<file path="src/sv/bffa_pkg.sv">
// Shared types and constants of the bitmap first-fit allocator.
package bffa_pkg;

  localparam int MAX_GRANULES  = 4096;
  localparam int MAP_WORD_BITS = 32;
  localparam int MAP_WORDS     = (MAX_GRANULES + MAP_WORD_BITS - 1) / MAP_WORD_BITS;
  localparam int MAP_AW        = $clog2(MAP_WORDS);
  localparam int BIT_AW        = $clog2(MAP_WORD_BITS);
  localparam int CHUNK_BITS    = 8;
  localparam int CHUNK_AW      = $clog2(MAP_WORD_BITS / CHUNK_BITS);

  localparam int GW = 13;  // granule counts and config
  localparam int PW = 12;  // granule positions
  localparam int AW = 24;  // amount bytes
  localparam int BW = 25;  // byte totals
  localparam int OW = 8;   // overhead bytes

  localparam logic [BW-1:0] BYTES_MAX = {BW{1'b1}};
  localparam logic [GW-1:0] COUNT_MAX = {GW{1'b1}};

  typedef enum logic [1:0] {
    CMD_INIT    = 2'd0,
    CMD_ALLOC   = 2'd1,
    CMD_RELEASE = 2'd2,
    CMD_NOP     = 2'd3
  } bffa_cmd_e;

  typedef enum logic [1:0] {
    ST_OK      = 2'd0,
    ST_NOSPACE = 2'd1,
    ST_RANGE   = 2'd2,
    ST_UNUSED  = 2'd3
  } bffa_status_e;

  typedef enum logic [1:0] {
    CFG_REGION   = 2'd0,
    CFG_GRANULE  = 2'd1,
    CFG_RESERVED = 2'd2,
    CFG_OVERHEAD = 2'd3
  } bffa_cfg_e;

  typedef struct packed {
    bffa_cmd_e       command;
    logic [AW-1:0]   amount_bytes;
    logic [PW-1:0]   start_granule;
  } bffa_req_t;

  typedef struct packed {
    bffa_status_e    status;
    logic [PW-1:0]   block_start;
    logic [GW-1:0]   block_granules;
    logic [BW-1:0]   used_bytes;
    logic [GW-1:0]   live_blocks;
  } bffa_rsp_t;

endpackage

</file>
<file path="src/sv/bffa_div.sv">
// Iterative restoring divider, one quotient bit per cycle.
module bffa_div import bffa_pkg::*; (
  input  logic          clk_i,
  input  logic          rst_ni,
  input  logic          start_i,
  input  logic [BW-1:0] dividend_i,
  input  logic [GW-1:0] divisor_i,
  output logic          done_o,
  output logic [BW-1:0] quotient_o
);

  localparam int CW = $clog2(BW + 1);

  logic [BW-1:0] quo_q, quo_d;
  logic [GW:0]   rem_q, rem_d;
  logic [GW-1:0] dvs_q, dvs_d;
  logic [CW-1:0] cnt_q, cnt_d;
  logic          busy_q, busy_d;
  logic          done_q, done_d;
  logic [GW:0]   shifted;

  always_comb begin
    quo_d   = quo_q;
    rem_d   = rem_q;
    dvs_d   = dvs_q;
    cnt_d   = cnt_q;
    busy_d  = busy_q;
    done_d  = 1'b0;
    shifted = {rem_q[GW-1:0], quo_q[BW-1]};
    if (start_i) begin
      quo_d  = dividend_i;
      rem_d  = '0;
      dvs_d  = divisor_i;
      cnt_d  = CW'(BW);
      busy_d = 1'b1;
    end else if (busy_q) begin
      if (shifted >= {1'b0, dvs_q}) begin
        rem_d = shifted - {1'b0, dvs_q};
        quo_d = {quo_q[BW-2:0], 1'b1};
      end else begin
        rem_d = shifted;
        quo_d = {quo_q[BW-2:0], 1'b0};
      end
      cnt_d = cnt_q - CW'(1);
      if (cnt_q == CW'(1)) begin
        busy_d = 1'b0;
        done_d = 1'b1;
      end
    end
  end

  always_ff @(posedge clk_i or negedge rst_ni) begin
    if (!rst_ni) begin
      busy_q <= 1'b0;
      done_q <= 1'b0;
      cnt_q  <= '0;
    end else begin
      busy_q <= busy_d;
      done_q <= done_d;
      cnt_q  <= cnt_d;
    end
  end

  always_ff @(posedge clk_i) begin
    quo_q <= quo_d;
    rem_q <= rem_d;
    dvs_q <= dvs_d;
  end

  assign done_o     = done_q;
  assign quotient_o = quo_q;

endmodule

</file>
<file path="config.mk">
export PLATFORM = sky130hd
export DESIGN_NAME = bffa_div
export DESIGN_NICKNAME = d
export VERILOG_FILES = /design/src/sv/bffa_pkg.sv /design/src/sv/bffa_div.sv
export SDC_FILE = /design/constraint.sdc
export NUM_CORES = 1
export LEC_CHECK = 0
export BUFFER_PORTS_ARGS = -buffer_cell sky130_fd_sc_hd__buf_4
export CAP_MARGIN = 20
export CORE_ASPECT_RATIO = 1.1
export CORE_MARGIN = 2
export CORE_UTILIZATION = 26
export CTS_BUF_LIST = sky130_fd_sc_hd__clkbuf_8 sky130_fd_sc_hd__clkbuf_16
export CTS_CLUSTER_DIAMETER = 40
export CTS_CLUSTER_SIZE = 20
export DETAILED_ROUTE_END_ITERATION = 6
export GPL_ROUTABILITY_DRIVEN = 0
export GPL_TIMING_DRIVEN = 1
export PLACE_DENSITY = 0.53
export SYNTH_ARGS = -nofsm -noshare
export SYNTH_HDL_FRONTEND = slang
export SYNTH_SLANG_ARGS = --single-unit
</file>
<file path="constraint.sdc">
create_clock -name clk_i -period 3.3 [get_ports clk_i]
set_input_delay 0.495 -clock clk_i [delete_from_list [all_inputs] [get_ports clk_i]]
set_output_delay 0.495 -clock clk_i [all_outputs]
set_load 0.01 [all_outputs]
</file>
# After elaboration in Yosys (flattened, before gate mapping)
# Index checks and enable logic that the tools add are counted.
# op_classes
muxes	12
addsub	2
n_lt_le_gt_ge	1
n_reduce_logical	1
n_eq_ne	1
# ops
cell	n
25-bit 2-to-1 mux	2
14-bit by 13-bit >= comparator with 1-bit output	1
13-bit 2-to-1 mux	1
13-bit subtractor	1
5-bit 2-to-1 mux	2
1-bit 2-to-1 mux	7
5-bit by 1-bit equality test with 1-bit output, second input constant	1
5-bit by 1-bit subtractor with 5-bit output, second input constant	1
2-bit nonzero test	1
# totals
word_cells	23
in_bits	41
register_bits	58
out_inout_bits	26

# Logic depth before layout (Yosys ltp)
# Gate-level depths: netlist of the first run.
# depth
word_depth	4
depth_mapped	11

# Worst setup path after synthesis of the first run
# Ideal clock, no wire load.
# synth_timing
path_type	reg-to-reg
from	register quo_q[24], in the netlist quotient_o[24]
to	register quo_q[0], in the netlist quotient_o[0] (data pin)
stages_incl_launch_ff	11
path_slack_ps	767
arrival_time_ps	2273
t_required_ps	3040
setup_time_ps	260
cell_sequence	edfxtp_1 inv_1 ha_1 inv_1 fa_1 a21o_1 a221oi_2 a211o_2 nand2_2 clkbuf_8 mux2_2
# synth_via
elab_chain_cells	4
# synth_rtl
element	line	source
from (decl)	bffa_div.sv:14	logic [BW-1:0] quo_q, quo_d;
from (signal assigned)	bffa_div.sv:65	quo_q <= quo_d;
14-bit by 13-bit >= comparator with 1-bit output	bffa_div.sv:37	if (shifted >= {1'b0, dvs_q}) begin
1-bit 2-to-1 mux	bffa_div.sv:37	
25-bit 2-to-1 mux	bffa_div.sv:36	end else if (busy_q) begin
25-bit 2-to-1 mux	bffa_div.sv:30	if (start_i) begin
named net quo_d[0]	bffa_div.sv:14	
# The timed path passes the listed nets, and every way through them passes these cells. The select of a mux whose other input is x is not followed.
# A chain may end at the register's enable or synchronous reset.

# Final worst setup path of the first run
# Same ends and word-level chain as after synthesis.

==> run summary, run 1 <==
CP Class -> flip-flop to flip-flop
Most common library cell in the layout ignoring fill and taps -> buf_4
Core area -> 11540 um2
Global route overflow -> 0
Remaining number of nets flagged by the antenna check after routing -> 0
Power Dens Cells -> 732.0 nW/um2
Drt wl/cell -> 13.30 um
Clock insertion delay at the later pin of the skew report -> 0.32 ns
Boundary Pins -> 67
Post-DP HPWL -> 4565 um
Number of iterations in the first detailed-routing pass -> 4
Post-synth design cell area -> 3082 um2
Final worst clock skew -> 0.004789 ns
Die footprint -> 12740 um2
Shortest period the worst path allows -> 2.651 ns
Crit path max fanout -> 14
Standard-cell rows -> 41
Number of buffers inserted during clock tree synthesis -> 9
Most frequent cells in the layout -> buf_4, edfxtp_1, nand2_1
Peak VDD IR -> 0.3371 mV
Via-to-Cell Ratio -> 4.455
Via count of the first global-routing pass -> 2224
Ratio of cells with drive above 1 in the final layout -> 37.13%
Critical path data required time -> 3.37 ns
Number of failing setup endpoints in the final timing report -> 0
CTS tree -> yes
Htree depth -> 3
Number of max-slew violations in the final report -> 0
Per-instance average area after synthesis -> 11.76 um2
YS warnings -> 0
Root Buffer Master -> clkbuf_16
RSZ-0062 raised after global routing -> false
Synth async-reset ratio -> 12.07%
Sink count of the clock tree -> 58
Total global-route track usage -> 10.77%
Number of distinct library cells after synthesis -> 48
Input/output buffers -> 66
Routed wire length -> 6435 um
Critical path cell sequence -> inv_1 -> ha_1 -> inv_1 -> fa_1 -> a21o_1 -> a221oi_2 -> a211o_2 -> nand2_2 -> mux2_2
Leakage power summed over all cells -> 1.660 nW
Fraction of the yosys area taken by sequential cells -> 51.16%
Result of the run -> finished clean
Wire length of the first global-routing pass -> 10720 um
Number of synthesized register bits -> 58
Number of enable flip-flop cells after synthesis -> 38
Period utilization -> 80.34%
Final-layout setup total negative slack -> 0 ns
Layout overhead on the synthesized area -> 30.29%
Clock-pin transition on the worst setup and hold timing paths -> 0.05 ns
Number of max-capacitance violations reported -> 0
Via count -> 2156
Die Y -> 118.2 um
Slew at the pin closest to its max-slew limit -> 0.7391 ns
Synthesized Nets -> 319
Maximum single-stage delay on the critical path -> 0.42 ns
Dominant register cell in the synthesized netlist -> edfxtp_1
Class of the tightest hold or removal check -> primary input to flip-flop
Cell mode on critical path -> inv_1
Number of diodes added for antenna fixing -> 0
Type of element launching the critical path -> flip-flop
DRC marker count from the first detailed-route iteration -> 136
Maximum number of pins on one net before global-route repair -> 60
Initial antenna violation count -> 0
Type of element capturing the critical path -> flip-flop
Fill cells -> 1170
Instance count of the mapped netlist -> 262
Chip width -> 107.8 um
Critical-path cell with the highest stage delay -> edfxtp_1
Arrival time of the worst setup path -> 2.72 ns
Peak Freq -> 377.2 MHz
Initial core utilization -> 26.70%
Count of endpoints failing hold in the final timing report -> 0
Post-route DRC violation count -> 0
Utilization after layout -> 34.79%
Worst slew margin relative to its limit -> 50.73%
Net total in the final layout -> 386
Buffer depth of the longest clock path -> 2
==> critical path, delay by kind of cell (launching register included) <==
kind	cells	cell delay [ns]
AOI/OAI and AO/OA	3	0.78
adders and majority gates	2	0.57
DFF	1	0.42
muxes	1	0.31
and+or+nand+nor	1	0.17
buffers and inverters	2	0.14
==> worst paths after layout <==
check,startpoint,endpoint,slack (ns),cells after the start
worst min register to register,rem_q[12],rem_q[12],0.51,2
worst max-delay path,quotient_o[24],quotient_o[0],0.65,9
worst max register to register,quotient_o[24],quotient_o[0],0.65,9
max in group asynchronous,rst_ni,done_o,2.64,2
min in group asynchronous,rst_ni,cnt_q[2],0.53,2
worst min-delay path,divisor_i[0],dvs_q[0],0.35,1
==> where the power goes <==
group	leakage [nW]	total (mW)	switching, mW	internal, mW
logic	0.947	1.00	0.527	0.477
clock network	0.135	0.909	0.329	0.580
registers	0.578	1.02	0.105	0.919
==> repair_timing <==
item,CTS,global route
endpoints found under the hold margin,7,0
gates resized for setup,0,0
buffers inserted,0,0
hold buffers,1,0
==> kinds of logic (layout without fill, tap and decap cells) <==
logic type	Yosys count	after routing	synth area share [%]
and+or+nand+nor	72	72	11.61
DFF	58	58	51.16
AOI/OAI and AO/OA	49	49	13.48
buffers and inverters	29	101	4.101
muxes	27	27	9.785
adders and majority gates	16	16	6.740
xor gates and xnor gates	11	11	3.126
==> through the flow <==
stage	instance area, um2	total power [mW]	hold WS [ns]	worst slack (ns)	instances
CTS	4015	2.985	0.3309	0.6252	484
floorplan	3082	1.803	0.1994	0.7672	262
global route	4015	3.139	0.3305	0.4958	484
detailed placement	3710	2.047	0.3172	0.6417	467
global placement	3710	2.040	0.3198	0.7150	467
finish	4015	2.939	0.3475	0.6489	484
==> routing by layer <==
layer  share of wire, %  wire [um]  vias up  global-route usage, %
met5                  0          0        -                      0
met1                 46       2956     1013                  13.26
met4                1.2         78        0                  4.567
li1                   -          -     1098                      -
met3                3.1        197        4                  3.089
met2                 50       3202       41                  17.45
==> state kept, by name (all words and copies together), names as in the netlist <==
register and flops:
busy_q 1, cnt_q 5, done_o 1, dvs_q 13, quotient_o 25, rem_q 13
==> cell type report <==
type / instances / area [um2] / share of cell area [%]
clock inverters: 7 / 70.07 / 1.745
clock buffers: 9 / 225.2 / 5.609
inverters: 17 / 63.81 / 1.589
flip-flops and latches: 58 / 1577 / 39.26
repair buffers: 68 / 513.0 / 12.78
well taps: 150 / 187.7 / 4.674
multi-input cells: 175 / 1379 / 34.34
==> Yosys cell counts (3+ instances only) <==
library cell   n  area [um2]
ha_1          15       187.7
nand2_1       27       101.4
xnor2_1        6       52.55
o21a_1         3       22.52
inv_1         17       63.81
a21oi_1        8       40.04
xor2_1         5       43.79
a211oi_1       3       22.52
nor2_1        17       63.81
o21ai_0        4       20.02
mux2_2        25       281.5
a311oi_1       4       35.03
edfxtp_1      38        1141
buf_1          3       11.26
dfrtp_1        7       175.2
a311oi_2       8       120.1
nand3_1        3       15.01
nand2b_1       8       50.05
dfxtp_1       13       260.3
nor2b_1        3       18.77
clkbuf_1       7       26.28
a21o_1         5       37.54
No activity file was read; power rests on OpenSTA's default activity.
==> run 2, diff against run 1 <==
--- a/config.mk
+++ b/config.mk
@@ -5,6 +5,7 @@
 export SDC_FILE = /design/constraint.sdc
 export NUM_CORES = 1
 export LEC_CHECK = 0
+export ABC_AREA = 1
 export BUFFER_PORTS_ARGS = -buffer_cell sky130_fd_sc_hd__buf_4
 export CAP_MARGIN = 20
 export CORE_ASPECT_RATIO = 1.1
==> constraint.sdc (replaced) <==
create_clock -name clk_i -period 2.5 [get_ports clk_i]
set_input_delay 0.375 -clock clk_i [delete_from_list [all_inputs] [get_ports clk_i]]
set_output_delay 0.375 -clock clk_i [all_outputs]
set_load 0.01 [all_outputs]
==> run summary, run 2 <==
Ratio of cells with drive above 1 in the final layout -> 23.35%
Number of max-slew violations in the final report -> 0
Most frequent cells in the layout -> nand2_1, buf_4, inv_1
Htree depth -> 3
Top cell type by total area after synthesis -> edfxtp_1
Area share of the largest cell type after synthesis -> 34.03%
Timing startpoint of the critical path -> quotient_o[24]
Worst slew margin relative to its limit -> 75.99%
Reg-to-reg startpoint -> quotient_o[24]
Number of buffers inserted during clock tree synthesis -> 9
Number of max-capacitance violations reported -> 0
Terminus of the critical flop-to-flop path -> quotient_o[0]
Fill cells -> 1400
YS warnings -> 0
Boundary Pins -> 67
Type of element launching the critical path -> flip-flop
Synthesized Nets -> 479
Chip width -> 112.3 um
Root Buffer Master -> clkbuf_16
M1 wire length -> 3665 um
Arrival time of the worst setup path -> 2.26 ns
Result of the run -> finished clean
Hold worst-path end -> dvs_q[2]
Critical path data required time -> 2.59 ns
Via count -> 2872
Post-DP HPWL -> 6035 um
CTS tree -> yes
Leakage power summed over all cells -> 2.268 nW
Number of iterations in the first detailed-routing pass -> 4
Global route overflow -> 0
Maximum number of pins on one net before global-route repair -> 33
DRC marker count from the first detailed-route iteration -> 121
Critical-path cell with the highest stage delay -> fa_1
Standard-cell rows -> 43
Period utilization -> 87.02%
Number of synthesized register bits -> 58
Number of cells traversed by the worst hold path -> 1
Core area -> 12590 um2
Die footprint -> 13820 um2
DR WL met2 -> 3724 um
Input/output buffers -> 66
Class of the tightest hold or removal check -> primary input to flip-flop
Power Dens Cells -> 1002 nW/um2
Crit path max fanout -> 15
Shortest period the worst path allows -> 2.176 ns
Via-to-Cell Ratio -> 4.365
Min-delay src -> divisor_i[2]
Top layer in use -> met4
Worst reg2reg setup slack -> 0.32 ns
Max FFs per register -> 25
Final Non-Filler Cells -> 658
Wire length of the first global-routing pass -> 14190 um
Fraction of the yosys area taken by sequential cells -> 47.01%
Drt wl/cell -> 12.20 um
Remaining number of nets flagged by the antenna check after routing -> 0
Final-layout setup total negative slack -> 0 ns
Initial core utilization -> 26.63%
Net total in the final layout -> 553
Clock insertion delay at the later pin of the skew report -> 0.33 ns
Slew at the pin closest to its max-slew limit -> 0.3601 ns
Most common library cell in the layout ignoring fill and taps -> nand2_1
Critical path cell sequence -> inv_1 -> ha_1 -> inv_1 -> fa_1 -> nand2_1 -> nand2_1 -> nand3_1 -> nand2_1 -> nand2_2 -> nand3_4 -> nand2_1 -> nand2_1
Crit path buffers/inverters -> 2
Layout overhead on the synthesized area -> 31.38%
Buffer depth of the longest clock path -> 2
Die Y -> 123.1 um
Initial antenna violation count -> 0
Per-instance average area after synthesis -> 7.946 um2
Post-route DRC violation count -> 0
RSZ-0062 raised after global routing -> false
Top cell family by delay on the critical path -> simple AND/OR/NAND/NOR gates
Depth of the most critical reg-to-reg path -> 12
Detailed-routed wire length on met3 -> 483 um
Area used by sequential logic in the layout -> 1577 um2
Post-synth design cell area -> 3353 um2
Count of endpoints failing hold in the final timing report -> 0
Post-synth top cells -> nand2_1, inv_1, edfxtp_1, nand3_1, nand4_1
Routed wire length -> 8028 um
Number of enable flip-flop cells after synthesis -> 38
Multi-input gate area -> 1448 um2
Count leader, synth -> nand2_1
Number of diodes added for antenna fixing -> 0
Via count of the first global-routing pass -> 3090
Final worst clock skew -> 0.005922 ns
Number of distinct library cells after synthesis -> 30
Number of placed cells counting well taps -> 641
Total Power Consumption -> 4.415 mW
Number of failing setup endpoints in the final timing report -> 0
Total global-route track usage -> 12.96%
Sink count of the clock tree -> 58
Maximum single-stage delay on the critical path -> 0.44 ns
Cell mode on critical path -> nand2_1
Clock-pin transition on the worst setup and hold timing paths -> 0.05 ns
Type of element capturing the critical path -> flip-flop
CP Class -> flip-flop to flip-flop
Peak Freq -> 459.7 MHz
Dominant register cell in the synthesized netlist -> edfxtp_1
Main area contributors after synthesis -> edfxtp_1, nand2_1, dfxtp_1
Synth async-reset ratio -> 12.07%
Instance count of the mapped netlist -> 422
Peak VDD IR -> 0.3906 mV
[run 2: changes by cell type after synthesis, sizes merged, moves of 4 or more]
cell / change
nand3: +30
nand2b: -8
inv: +53
mux2: -25
nand2: +141
o21ai: +5
a311oi: -12
nand4: +18
nor2: +4
a21o: -5
[run 2: through the flow]
step                      cell area (um2)  setup slack (ns)  utilization (%)  hold slack, ns
after global placement               4043            0.3787            32.11          0.1934
after floorplan                      3353            0.4050                -         0.07941
after global routing                 4405           0.08679            34.99          0.2034
after CTS                            4405            0.3225            34.99          0.2085
final                                4405            0.3245            34.99          0.2212
after detailed placement             4043            0.3287            32.11          0.1943
[run 2: where the power goes]
group / leakage, nW / internal, mW / total (mW) / switching [mW]
Sequential: 0.589 / 1.20 / 1.31 / 0.114
Combinational: 1.50 / 0.641 / 1.66 / 1.01
Clock: 0.176 / 1.02 / 1.45 / 0.423
Total: 2.27 / 2.86 / 4.41 / 1.55
[run 2: worst max-delay path by stage]
stage	end	cells after the start
after detailed placement	quotient_o[0]	12
after floorplan	quotient_o[0]	13
after global placement	quotient_o[0]	12
after global routing	quotient_o[0]	12
after CTS	quotient_o[0]	12
final	quotient_o[0]	12
[run 2: per-layer routing]
| metal | vias to the layer above | track usage [%] |
|---|---|---|
| met4 | 0 | 6.250 |
| met5 | - | 0 |
| met3 | 12 | 4.608 |
| met1 | 1315 | 15.06 |
| li1 | 1483 | - |
| met2 | 62 | 21.42 |
[run 2: cell families (layout without fill, tap and decap cells)]
logic type	after synthesis	after routing	synth area share (%)
compound gates	17	17	3.023
flops	58	58	47.01
fa+ha+maj	16	16	6.194
xor+xnor	5	5	1.306
simple gates	243	243	32.65
buf+inv	83	162	9.813
[run 2: final cells by class]
type / count / share of cell area [%]
flip-flops and latches: 58 / 35.79
clock buffers: 11 / 5.737
repair buffers: 75 / 12.84
multi-input cells: 281 / 32.86
inverters: 71 / 6.049
well taps: 157 / 4.459
clock inverters: 5 / 2.272
[run 2: what timing repair did]
action,in CTS,in global routing
gates resized for setup,0,0
buffers inserted,0,0
endpoints found under the hold margin,7,0
hold buffers,1,0
